==> src/rtl/core/lfd_pkg.sv <==
// Shared types and constants for the LIN frame deframer.
// No dependencies; imported by every module in rtl/core except lfd_checker.
package lfd_pkg;

  localparam int unsigned ByteW     = 8;
  localparam int unsigned LenW      = 4;
  localparam int unsigned NumSlots  = 8;
  localparam int unsigned IdxW      = 4;
  localparam int unsigned FrameW    = 2 * ByteW + LenW + NumSlots * ByteW;  // 84
  localparam int unsigned TdataOutW = ((FrameW + 7) / 8) * 8;               // 88

  localparam logic [ByteW-1:0] SyncReset = 8'h55;
  localparam logic [LenW-1:0]  LenLong   = 4'd8;
  localparam logic [LenW-1:0]  LenMid    = 4'd4;
  localparam logic [LenW-1:0]  LenShort  = 4'd2;

  typedef enum logic [2:0] {
    ModeHunt    = 3'd0,
    ModeDiscard = 3'd1,
    ModeHeader  = 3'd2,
    ModeData    = 3'd3,
    ModeCheck   = 3'd4
  } lfd_mode_e;

  typedef struct packed {
    logic [ByteW-1:0]                checksum;
    logic [NumSlots-1:0][ByteW-1:0]  data;
    logic [LenW-1:0]                 length;
    logic [ByteW-1:0]                header;
  } lfd_frame_t;

  // Identifier bits 5:4 select the data length.
  function automatic logic [LenW-1:0] length_of_header(input logic [ByteW-1:0] hdr);
    logic [1:0] sel;
    sel = hdr[5:4];
    case (sel)
      2'd3:    length_of_header = LenLong;
      2'd2:    length_of_header = LenMid;
      default: length_of_header = LenShort;
    endcase
  endfunction

endpackage

==> src/rtl/core/lfd_parser.sv <==
// Byte parser: frame state machine, held header, data slots.
// Depends on lfd_pkg.
module lfd_parser (
  input  logic                      clk_i,
  input  logic                      rst_ni,
  input  logic                      byte_valid_i,
  input  logic [lfd_pkg::ByteW-1:0] byte_i,
  input  logic [lfd_pkg::ByteW-1:0] sync_value_i,
  output logic                      frame_valid_o,
  output lfd_pkg::lfd_frame_t       frame_o
);
  import lfd_pkg::*;

  lfd_mode_e                       mode_q, mode_d;
  logic [ByteW-1:0]                header_q;
  logic [LenW-1:0]                 len_q;
  logic [IdxW-1:0]                 idx_q;
  logic [IdxW-1:0]                 idx_inc;
  logic [NumSlots-1:0][ByteW-1:0]  store_q;

  assign idx_inc = idx_q + IdxW'(1);

  // Next state
  always_comb begin
    mode_d = mode_q;
    if (byte_valid_i) begin
      case (mode_q)
        ModeHunt: begin
          if (byte_i != '0) begin
            mode_d = (byte_i == sync_value_i) ? ModeHeader : ModeDiscard;
          end
        end
        ModeDiscard: begin
          if (byte_i == '0) begin
            mode_d = ModeHunt;
          end
        end
        ModeHeader: mode_d = ModeData;
        ModeData: begin
          if (idx_inc >= len_q) begin
            mode_d = ModeCheck;
          end
        end
        ModeCheck: mode_d = ModeHunt;
        default:   mode_d = ModeHunt;
      endcase
    end
  end

  // Outputs: a frame leaves with its checksum byte.
  always_comb begin
    frame_valid_o     = byte_valid_i && (mode_q == ModeCheck);
    frame_o.header    = header_q;
    frame_o.length    = len_q;
    frame_o.data      = store_q;
    frame_o.checksum  = byte_i;
  end

  always_ff @(posedge clk_i or negedge rst_ni) begin
    if (!rst_ni) begin
      mode_q   <= ModeHunt;
      header_q <= '0;
      len_q    <= '0;
      idx_q    <= '0;
      store_q  <= '0;
    end else begin
      mode_q <= mode_d;
      if (byte_valid_i) begin
        case (mode_q)
          ModeHeader: begin
            header_q <= byte_i;
            len_q    <= length_of_header(byte_i);
            idx_q    <= '0;
            store_q  <= '0;
          end
          ModeData: begin
            store_q[idx_q[2:0]] <= byte_i;
            idx_q               <= idx_inc;
          end
          ModeCheck: idx_q <= '0;
          default: ;
        endcase
      end
    end
  end

endmodule

==> src/rtl/core/lfd_out_reg.sv <==
// Result register between the parser and the master stream side.
// Depends on lfd_pkg.
module lfd_out_reg (
  input  logic                clk_i,
  input  logic                rst_ni,
  input  logic                in_valid_i,
  input  lfd_pkg::lfd_frame_t in_frame_i,
  output logic                in_ready_o,
  output logic                out_valid_o,
  output lfd_pkg::lfd_frame_t out_frame_o,
  input  logic                out_ready_i
);
  import lfd_pkg::*;

  logic       valid_q;
  lfd_frame_t frame_q;

  // Free slot, or the held frame leaves this cycle.
  assign in_ready_o  = !valid_q || out_ready_i;
  assign out_valid_o = valid_q;
  assign out_frame_o = frame_q;

  always_ff @(posedge clk_i or negedge rst_ni) begin
    if (!rst_ni) begin
      valid_q <= 1'b0;
    end else if (in_ready_o) begin
      valid_q <= in_valid_i;
    end
  end

  always_ff @(posedge clk_i) begin
    if (in_ready_o && in_valid_i) begin
      frame_q <= in_frame_i;
    end
  end

endmodule

==> src/rtl/core/lin_frame_deframer_unit.sv <==
// LIN frame deframer, top level.
// Depends on lfd_pkg, lfd_parser and lfd_out_reg.
//
// Slave stream (s_axis_*): one received bus byte per request in tdata.
// Master stream (m_axis_*): one complete frame per request, emitted when
// the checksum byte of a frame is taken in.
// Config channel (cfg_*): writes the sync byte value; always ready, and
// the new value applies from the next accepted byte on.
//
// Throughput: one byte per cycle while s_axis_tready is high. The frame
// shows on the master side in the cycle after its checksum byte is
// accepted; the single result register sets that delay.
// Stall: s_axis_tready is low exactly while a frame is held and
// m_axis_tready is low, so the slave side waits for the receiver; the held
// frame stays unchanged until taken, and no frame is lost or doubled.
// s_axis_tready follows m_axis_tready combinationally.
// Reset: the parser hunts for sync, all data slots clear, the sync value
// returns to 0x55 and the result register empties.
module lin_frame_deframer_unit (
  input  logic        clk_i,
  input  logic        rst_ni,
  // slave stream
  input  logic        s_axis_tvalid_i,
  output logic        s_axis_tready_o,
  input  logic [7:0]  s_axis_tdata_i,   // [7:0] rx_byte
  // master stream
  output logic        m_axis_tvalid_o,
  input  logic        m_axis_tready_i,
  // [7:0] frame_header, [11:8] data_length, [19:12] data_0 ... [75:68] data_7,
  // [83:76] frame_checksum, [87:84] zero
  output logic [87:0] m_axis_tdata_o,
  // config write
  input  logic        cfg_valid_i,
  output logic        cfg_ready_o,
  input  logic [7:0]  cfg_data_i        // sync_value
);
  import lfd_pkg::*;

  logic [ByteW-1:0] sync_q;
  logic             byte_acc;
  logic             frame_valid;
  lfd_frame_t       frame;
  lfd_frame_t       out_frame;

  assign cfg_ready_o = 1'b1;

  always_ff @(posedge clk_i or negedge rst_ni) begin
    if (!rst_ni) begin
      sync_q <= SyncReset;
    end else if (cfg_valid_i && cfg_ready_o) begin
      sync_q <= cfg_data_i;
    end
  end

  assign byte_acc = s_axis_tvalid_i && s_axis_tready_o;

  lfd_parser u_parser (
    .clk_i        (clk_i),
    .rst_ni       (rst_ni),
    .byte_valid_i (byte_acc),
    .byte_i       (s_axis_tdata_i),
    .sync_value_i (sync_q),
    .frame_valid_o(frame_valid),
    .frame_o      (frame)
  );

  lfd_out_reg u_out_reg (
    .clk_i      (clk_i),
    .rst_ni     (rst_ni),
    .in_valid_i (frame_valid),
    .in_frame_i (frame),
    .in_ready_o (s_axis_tready_o),
    .out_valid_o(m_axis_tvalid_o),
    .out_frame_o(out_frame),
    .out_ready_i(m_axis_tready_i)
  );

  assign m_axis_tdata_o = {{(TdataOutW - FrameW){1'b0}}, out_frame};

endmodule

==> config.mk <==
export PLATFORM = sky130hd
export DESIGN_NAME = lin_frame_deframer_unit
export DESIGN_NICKNAME = d
export VERILOG_FILES = /design/src/rtl/core/lfd_pkg.sv /design/src/rtl/core/lfd_parser.sv /design/src/rtl/core/lfd_out_reg.sv /design/src/rtl/core/lin_frame_deframer_unit.sv
export SDC_FILE = /design/constraint.sdc
export NUM_CORES = 1
export LEC_CHECK = 0
export BUFFER_PORTS_ARGS = -buffer_cell sky130_fd_sc_hd__buf_2
export CAP_MARGIN = 20
export CORE_MARGIN = 1.5
export CORE_UTILIZATION = 50
export DETAILED_ROUTE_END_ITERATION = 8
export GPL_TIMING_DRIVEN = 1
export PLACE_DENSITY = 0.74
export SLEW_MARGIN = 30
export SYNTH_ARGS = -nofsm -noshare
export SYNTH_HDL_FRONTEND = slang
export SYNTH_SLANG_ARGS = --single-unit
==> constraint.sdc <==
create_clock -name clk_i -period 9.6 [get_ports clk_i]
set_clock_uncertainty 0.2 [all_clocks]
set_input_delay 0.48 -clock clk_i [delete_from_list [all_inputs] [get_ports clk_i]]
set_output_delay 0.48 -clock clk_i [all_outputs]
set_load 0.01 [all_outputs]
=== Word level (Yosys, flattened, before mapping) ===
Index checks and enable logic that the tools add are counted.

* Register bits after elaboration: 176
* Input port bits: 21
* Output and inout port bits: 91
* Word-level logic and storage cells: 66

* Add/sub/neg operators: 1
* $lt $le $gt $ge: 3
* Eq/ne operators: 10
* Mux-type cells: 11
* Reduce and logical (&&, ||, !) cells: 16

{| class="wikitable"
|+ Operator list
! cell !! count
|-
| 64-bit one-hot mux with 2 select lines || 1
|-
| 64-bit bitwise mux || 1
|-
| 8-bit demux with 3-bit select || 1
|-
| 4-bit one-hot mux with 2 select lines || 2
|-
| 3-bit one-hot mux with 4 select lines || 1
|-
| 3-bit two-way mux || 3
|-
| 8-bit == test || 1
|-
| 8-bit logical NOT || 1
|-
| 8-bit two-way mux || 1
|-
| 8-bit nonzero test || 1
|-
| 3-bit by 2-bit == test with 1-bit output, second input constant || 2
|-
| 2-bit by 1-bit != test with 1-bit output, second input constant || 3
|-
| 2-bit AND reduction || 3
|-
| 4-bit by 1-bit adder with 4-bit output, second input constant || 1
|-
| 2-bit == test, second input constant || 2
|-
| 4-bit greater-or-equal comparator || 1
|-
| 1-bit logical AND || 4
|-
| 3-bit by 4-bit < comparator with 1-bit output, second input constant || 1
|-
| 4-bit AND reduction || 1
|-
| 2-bit nonzero test || 2
|-
| 3-bit by 1-bit == test with 1-bit output, second input constant || 1
|-
| 3-bit == test, second input constant || 1
|-
| 3-bit by 1-bit greater-or-equal comparator with 1-bit output, second input constant || 1
|-
| 3-bit logical NOT || 1
|-
| other kinds (4) || 4
|}

=== Longest topological paths before layout ===
* Depth in word-level cells: 6
* Mapped depth: 10
* Depth with buffers taken out: 8

=== Modules after synthesis ===
A second synthesis with hierarchy kept.

* Cell total of the unflattened synthesis: 514
* Area total of the unflattened synthesis: 7,035.5 um^2

{| class="wikitable"
|+ Modules (own cells, without submodules)
! module !! instances !! cells an instance !! area each (um^2) !! seq. area each (um^2)
|-
| lfd_parser || 1 || 401 || 4,071.4 || 2,052.0
|-
| lfd_out_reg || 1 || 88 || 2,576.2 || 2,547.4
|-
| lin_frame_deframer_unit || 1 || 25 || 387.9 || 205.2
|}

=== Worst setup path before layout ===
Ideal clock, no wire load.

* Path kind: in2reg
* Start point: in m_axis_tready_i
* End point: reg u_out_reg.frame_q, in the netlist u_out_reg.out_frame_o[0] (enable)
* Arrival time: 8,808 ps
* Required time: 8,672 ps
* Path slack: -136 ps
* Stages: 4
* Path through: nand2b_1 > nand2_1 > buf_2 > nor4_1

* Longest elaborated chain between the ends: 4

{| class="wikitable"
|+ Ends and longest elaborated chain
! element !! line !! text
|-
| start: declaration || lin_frame_deframer_unit.sv:28 || <nowiki>input logic m_axis_tready_i,</nowiki>
|-
| 1-bit logical OR * || lfd_out_reg.sv:19 || <nowiki>assign in_ready_o = !valid_q || out_ready_i;</nowiki>
|-
| 1-bit logical AND || lin_frame_deframer_unit.sv:55 || <nowiki>assign byte_acc = s_axis_tvalid_i && s_axis_tready_o;</nowiki>
|-
| 1-bit logical AND || lfd_parser.sv:52 || <nowiki>frame_valid_o = byte_valid_i && (mode_q == ModeCheck);</nowiki>
|-
| 1-bit logical AND * || lfd_out_reg.sv:32 || <nowiki>if (in_ready_o && in_valid_i) begin</nowiki>
|-
| end signal: assignment || lfd_out_reg.sv:33 || <nowiki>frame_q <= in_frame_i;</nowiki>
|-
| end: declaration || lfd_out_reg.sv:16 || <nowiki>lfd_frame_t frame_q;</nowiki>
|}

Mark *: on every way between the ends. The rest lies on a longest branch, timed or not.
A chain may end at the register's enable or synchronous reset.

=== Final worst setup path ===
* Start point: reg u_parser.idx_q[2]
* End point: reg u_parser.mode_q[1]

* Longest elaborated chain between the ends: 4

{| class="wikitable"
|+ Ends and longest elaborated chain
! element !! line !! text
|-
| start: declaration || lfd_parser.sv:17 || <nowiki>logic [IdxW-1:0] idx_q;</nowiki>
|-
| start signal: assignment || lfd_parser.sv:78 || <nowiki>idx_q <= idx_inc;</nowiki>
|-
| 4-bit by 1-bit adder with 4-bit output || lfd_parser.sv:21 || <nowiki>assign idx_inc = idx_q + IdxW'(1);</nowiki>
|-
| 4-bit greater-or-equal comparator || lfd_parser.sv:40 || <nowiki>if (idx_inc >= len_q) begin</nowiki>
|-
| 2-bit by 1-bit != test with 1-bit output (no line) || - ||
|-
| 4-bit AND reduction (no line) || - ||
|-
| end signal: assignment || lfd_parser.sv:61 || <nowiki>mode_q <= ModeHunt;</nowiki>
|-
| end signal: assignment || lfd_parser.sv:67 || <nowiki>mode_q <= mode_d;</nowiki>
|-
| end: declaration || lfd_parser.sv:14 || <nowiki>lfd_mode_e mode_q, mode_d;</nowiki>
|}

Every way passes these cells.

==> qor.yml <==
run_status:
  outcome: "finished, final reports clean"
cts:
  cts_tree: "done"
  numCtsBuffers: 17
  clk_pin_slew_worst_paths_ns: 0.06
  postCtsSetupBuffers: 0
  clock-root-buffer: "clkbuf_16"
  cts_sinks: 174
  cts.htree.levels: 4
  cts_repair_resize_count: 0
  clock_tree.buffer_depth: 2
  worstSkewPairLatency_ns: 0.43
final_layout:
  fin_cells: 752
  final_core_utilization_pct: 63.0
  final_net_count: 596
  drive_gt1_share_pct: 27.6
  syn_to_layout_area_delta_pct: 21.1
  design_area_um2: 7690
  layout.cells.most_common: "nand2_1"
  most-common-layout-cells: "nand2_1, buf_2, dfrtp_1"
  antenna_cells: 0
floorplanning:
  design.die.area_um2: 13400
  start_util_pct: 52.0
  die_w_um: 116
  std_cell_rows: 40
  core_area_um2: 12200
  dieHeight_um: 116
  boundaryPins: 112
synthesis:
  synth_adder_area_share_pct: 0.788
  ys.flop_type: "dfrtp_1"
  synthSimpleGateAreaFrac_pct: 9.59
  post_synth_edffs: 83
  largest_family_of_logic_cells_by_synthesized_area: "simple AND/OR/NAND/NOR gates"
  synth_cells: 462
  syn_area_per_cell_um2: 13.7
  netlist.area_leader.share_pct: 39.2
  synth.yosys.warnings: 0
  synth-async-reset-ratio_pct: 52.3
  synth_compound_gate_area_share_pct: 8.51
  yosys.cell_types.count: 44
  mappedNetlistArea_um2: 6350
  yosys.area_share.xor_xnor_pct: 1.52
  synth_top_cell_by_area: "edfxtp_1"
  ys_ff_latch: 174
  synth.yosys.seq_area_share_pct: 75.2
  synth.mux.area_fraction_pct: 1.93
  synth_area_leaders: "edfxtp_1, dfrtp_1, nand2_1"
placement:
  dp.final_hpwl_um: 8140
  place.gp.congestion: 0.858
  dp_worst_setup_slack_ns: 7.06
  place_inst: 719
  placedInstanceArea_um2: 7010
  io_buffers: 105
critical_path:
  worstRegToRegCells: 8
  reg2reg_from: "u_parser.idx_q[2]$_DFFE_PN0P_"
  crit_path_start_kind: "flip-flop"
  crit_end: "u_parser.mode_q[1]$_DFFE_PN0P_"
  timing.critical_path.required_ns: 9.72
  rrSetupSlack_ns: 7.01
  crit_type: "reg2reg"
  r2r_end: "u_parser.mode_q[1]$_DFFE_PN0P_"
  crit_fanout: 12
  crit_path_start: "u_parser.idx_q[2]$_DFFE_PN0P_"
  worst_ep_arrival_time_ns: 2.72
  timing.critical_path.to_type: "flip-flop"
timing:
  slew_viol_final: 0
  worst_slew_margin_rel_pct: 45.3
  finalSetupTns_ns: 0
  period_needed_ns: 2.59
  setup-violations-final: 0
  timing.final.ws_setup_ns: 7.01
  slew_at_the_pin_with_the_worst_max_slew_slack_ns: 0.820
  hold_viol_final: 0
  rsz0062_at_grt: "no"
  fmax_ghz: 0.386
  holdWs_ns: 0.0848
  min_period_over_period_pct: 27.0
route:
  drtPass1Iterations: 5
  via_count: 3985
  routed_wire_length_per_instance_um: 16.8
  postRouteAntennaNets: 0
  detail_route.iter0.violations: 253
  route.detailed.drc: 0
  viasPerCell: 5.30
  route.final.wire_length_um: 12600
worst_hold_path:
  min-delay-path-class: "in2reg"
grt:
  grt_first_pass_wirelength_um: 19900
  total_congestion_overflow_after_global_routing: 0
  pin_count_of_the_biggest_net_entering_global_routing: 65
  antenna_found_initial: 0
  total_track_usage_pct: 20.4
  vias_in_the_first_global_route: 3743
power:
  total_power_mw: 1.69
  power.static_leakage_nw: 3.24
  power_density_nw_per_um2: 219
  vdd.ir_drop.worst_mv: 0.109
run:
  cap_viol_max_count: 0
cell families after synthesis:
group	Yosys count
other cells	2
xor+xnor	11
simple gates	137
buf+inv	29
compound gates	95
flops	174
mux	10
fa+ha+maj	4
area by class of cell:
cell class              instances  area (µm²)
inverters                       6        22.5
flip-flops and latches        174        4770
well taps                     168         210
repair buffers                109         561
fillers                       930        4520
multi-input cells             263        1460
clock inverters                15         243
clock buffers                  17         425
synthesized netlist by cell type (all sizes together), types with 3 or more instances:
master,number
edfxtp,83
dfstp,4
nand4,3
ha,4
dfrtp,87
mux2,8
xnor2,9
nand3,3
nor2,8
nor4,6
inv,6
buf,15
clkbuf,8
nand2,105
nand3b,4
o21ai,74
a21o,8
power breakdown:
| group | leakage (nW) | switching [mW] | total (mW) | internal, mW |
|---|---|---|---|---|
| Clock | 0.327 | 0.279 | 0.767 | 0.487 |
| Combinational | 1.00 | 0.0470 | 0.0806 | 0.0335 |
| Sequential | 1.91 | 0.0317 | 0.838 | 0.806 |
sequential cells by signal (all words and copies together), names as in the netlist:
name                   flops
u_parser.len_q             3
u_out_reg.out_frame_o     83
u_parser.idx_q             4
sync_q                     8
u_out_reg.out_valid_o      1
u_parser.frame_o          64
u_parser.header_q          8
u_parser.mode_q            3
timing repair:
action / CTS / global route
hold buffers: 1 / 0
setup endpoints to repair: 0 / 0
endpoints found under the hold margin: 23 / 0
critical path: stages, from the launching register on:
cell and delay, ns:
dfrtp_1 0.55, nand3_1 0.39, xnor2_1 0.27, ha_1 0.26, o21ai_0 0.09, a31oi_1 0.07
nor3_1 0.28, nor4_2 0.09, a2111oi_2 0.29
worst min path at each step:
stage          slack, ns           from                                 to  depth (start not counted)
5_1_grt             0.07  cfg_data_i[0]              sync_q[0]$_DFFE_PN1P_                          2
6_report            0.08  cfg_data_i[2]              sync_q[2]$_DFFE_PN1P_                          2
4_1_cts             0.07  cfg_data_i[3]              sync_q[3]$_DFFE_PN0P_                          2
2_1_floorplan      -0.02         rst_ni              sync_q[1]$_DFFE_PN0P_                          0
3_5_place_dp        0.22         rst_ni  u_out_reg.out_valid_o$_DFFE_PN0N_                          1
3_3_place_gp        0.21         rst_ni  u_out_reg.out_valid_o$_DFFE_PN0N_                          1
per-layer routing:
layer  GRT usage (%)  wire, µm  vias to the layer above
met5               0         0                        -
met4            9.59       243                        0
met3            6.07       803                       18
met2            31.4      6190                      156
met1            27.0      5380                     1979
li1                -         -                     1832
Power figures use the tool's default switching activity.
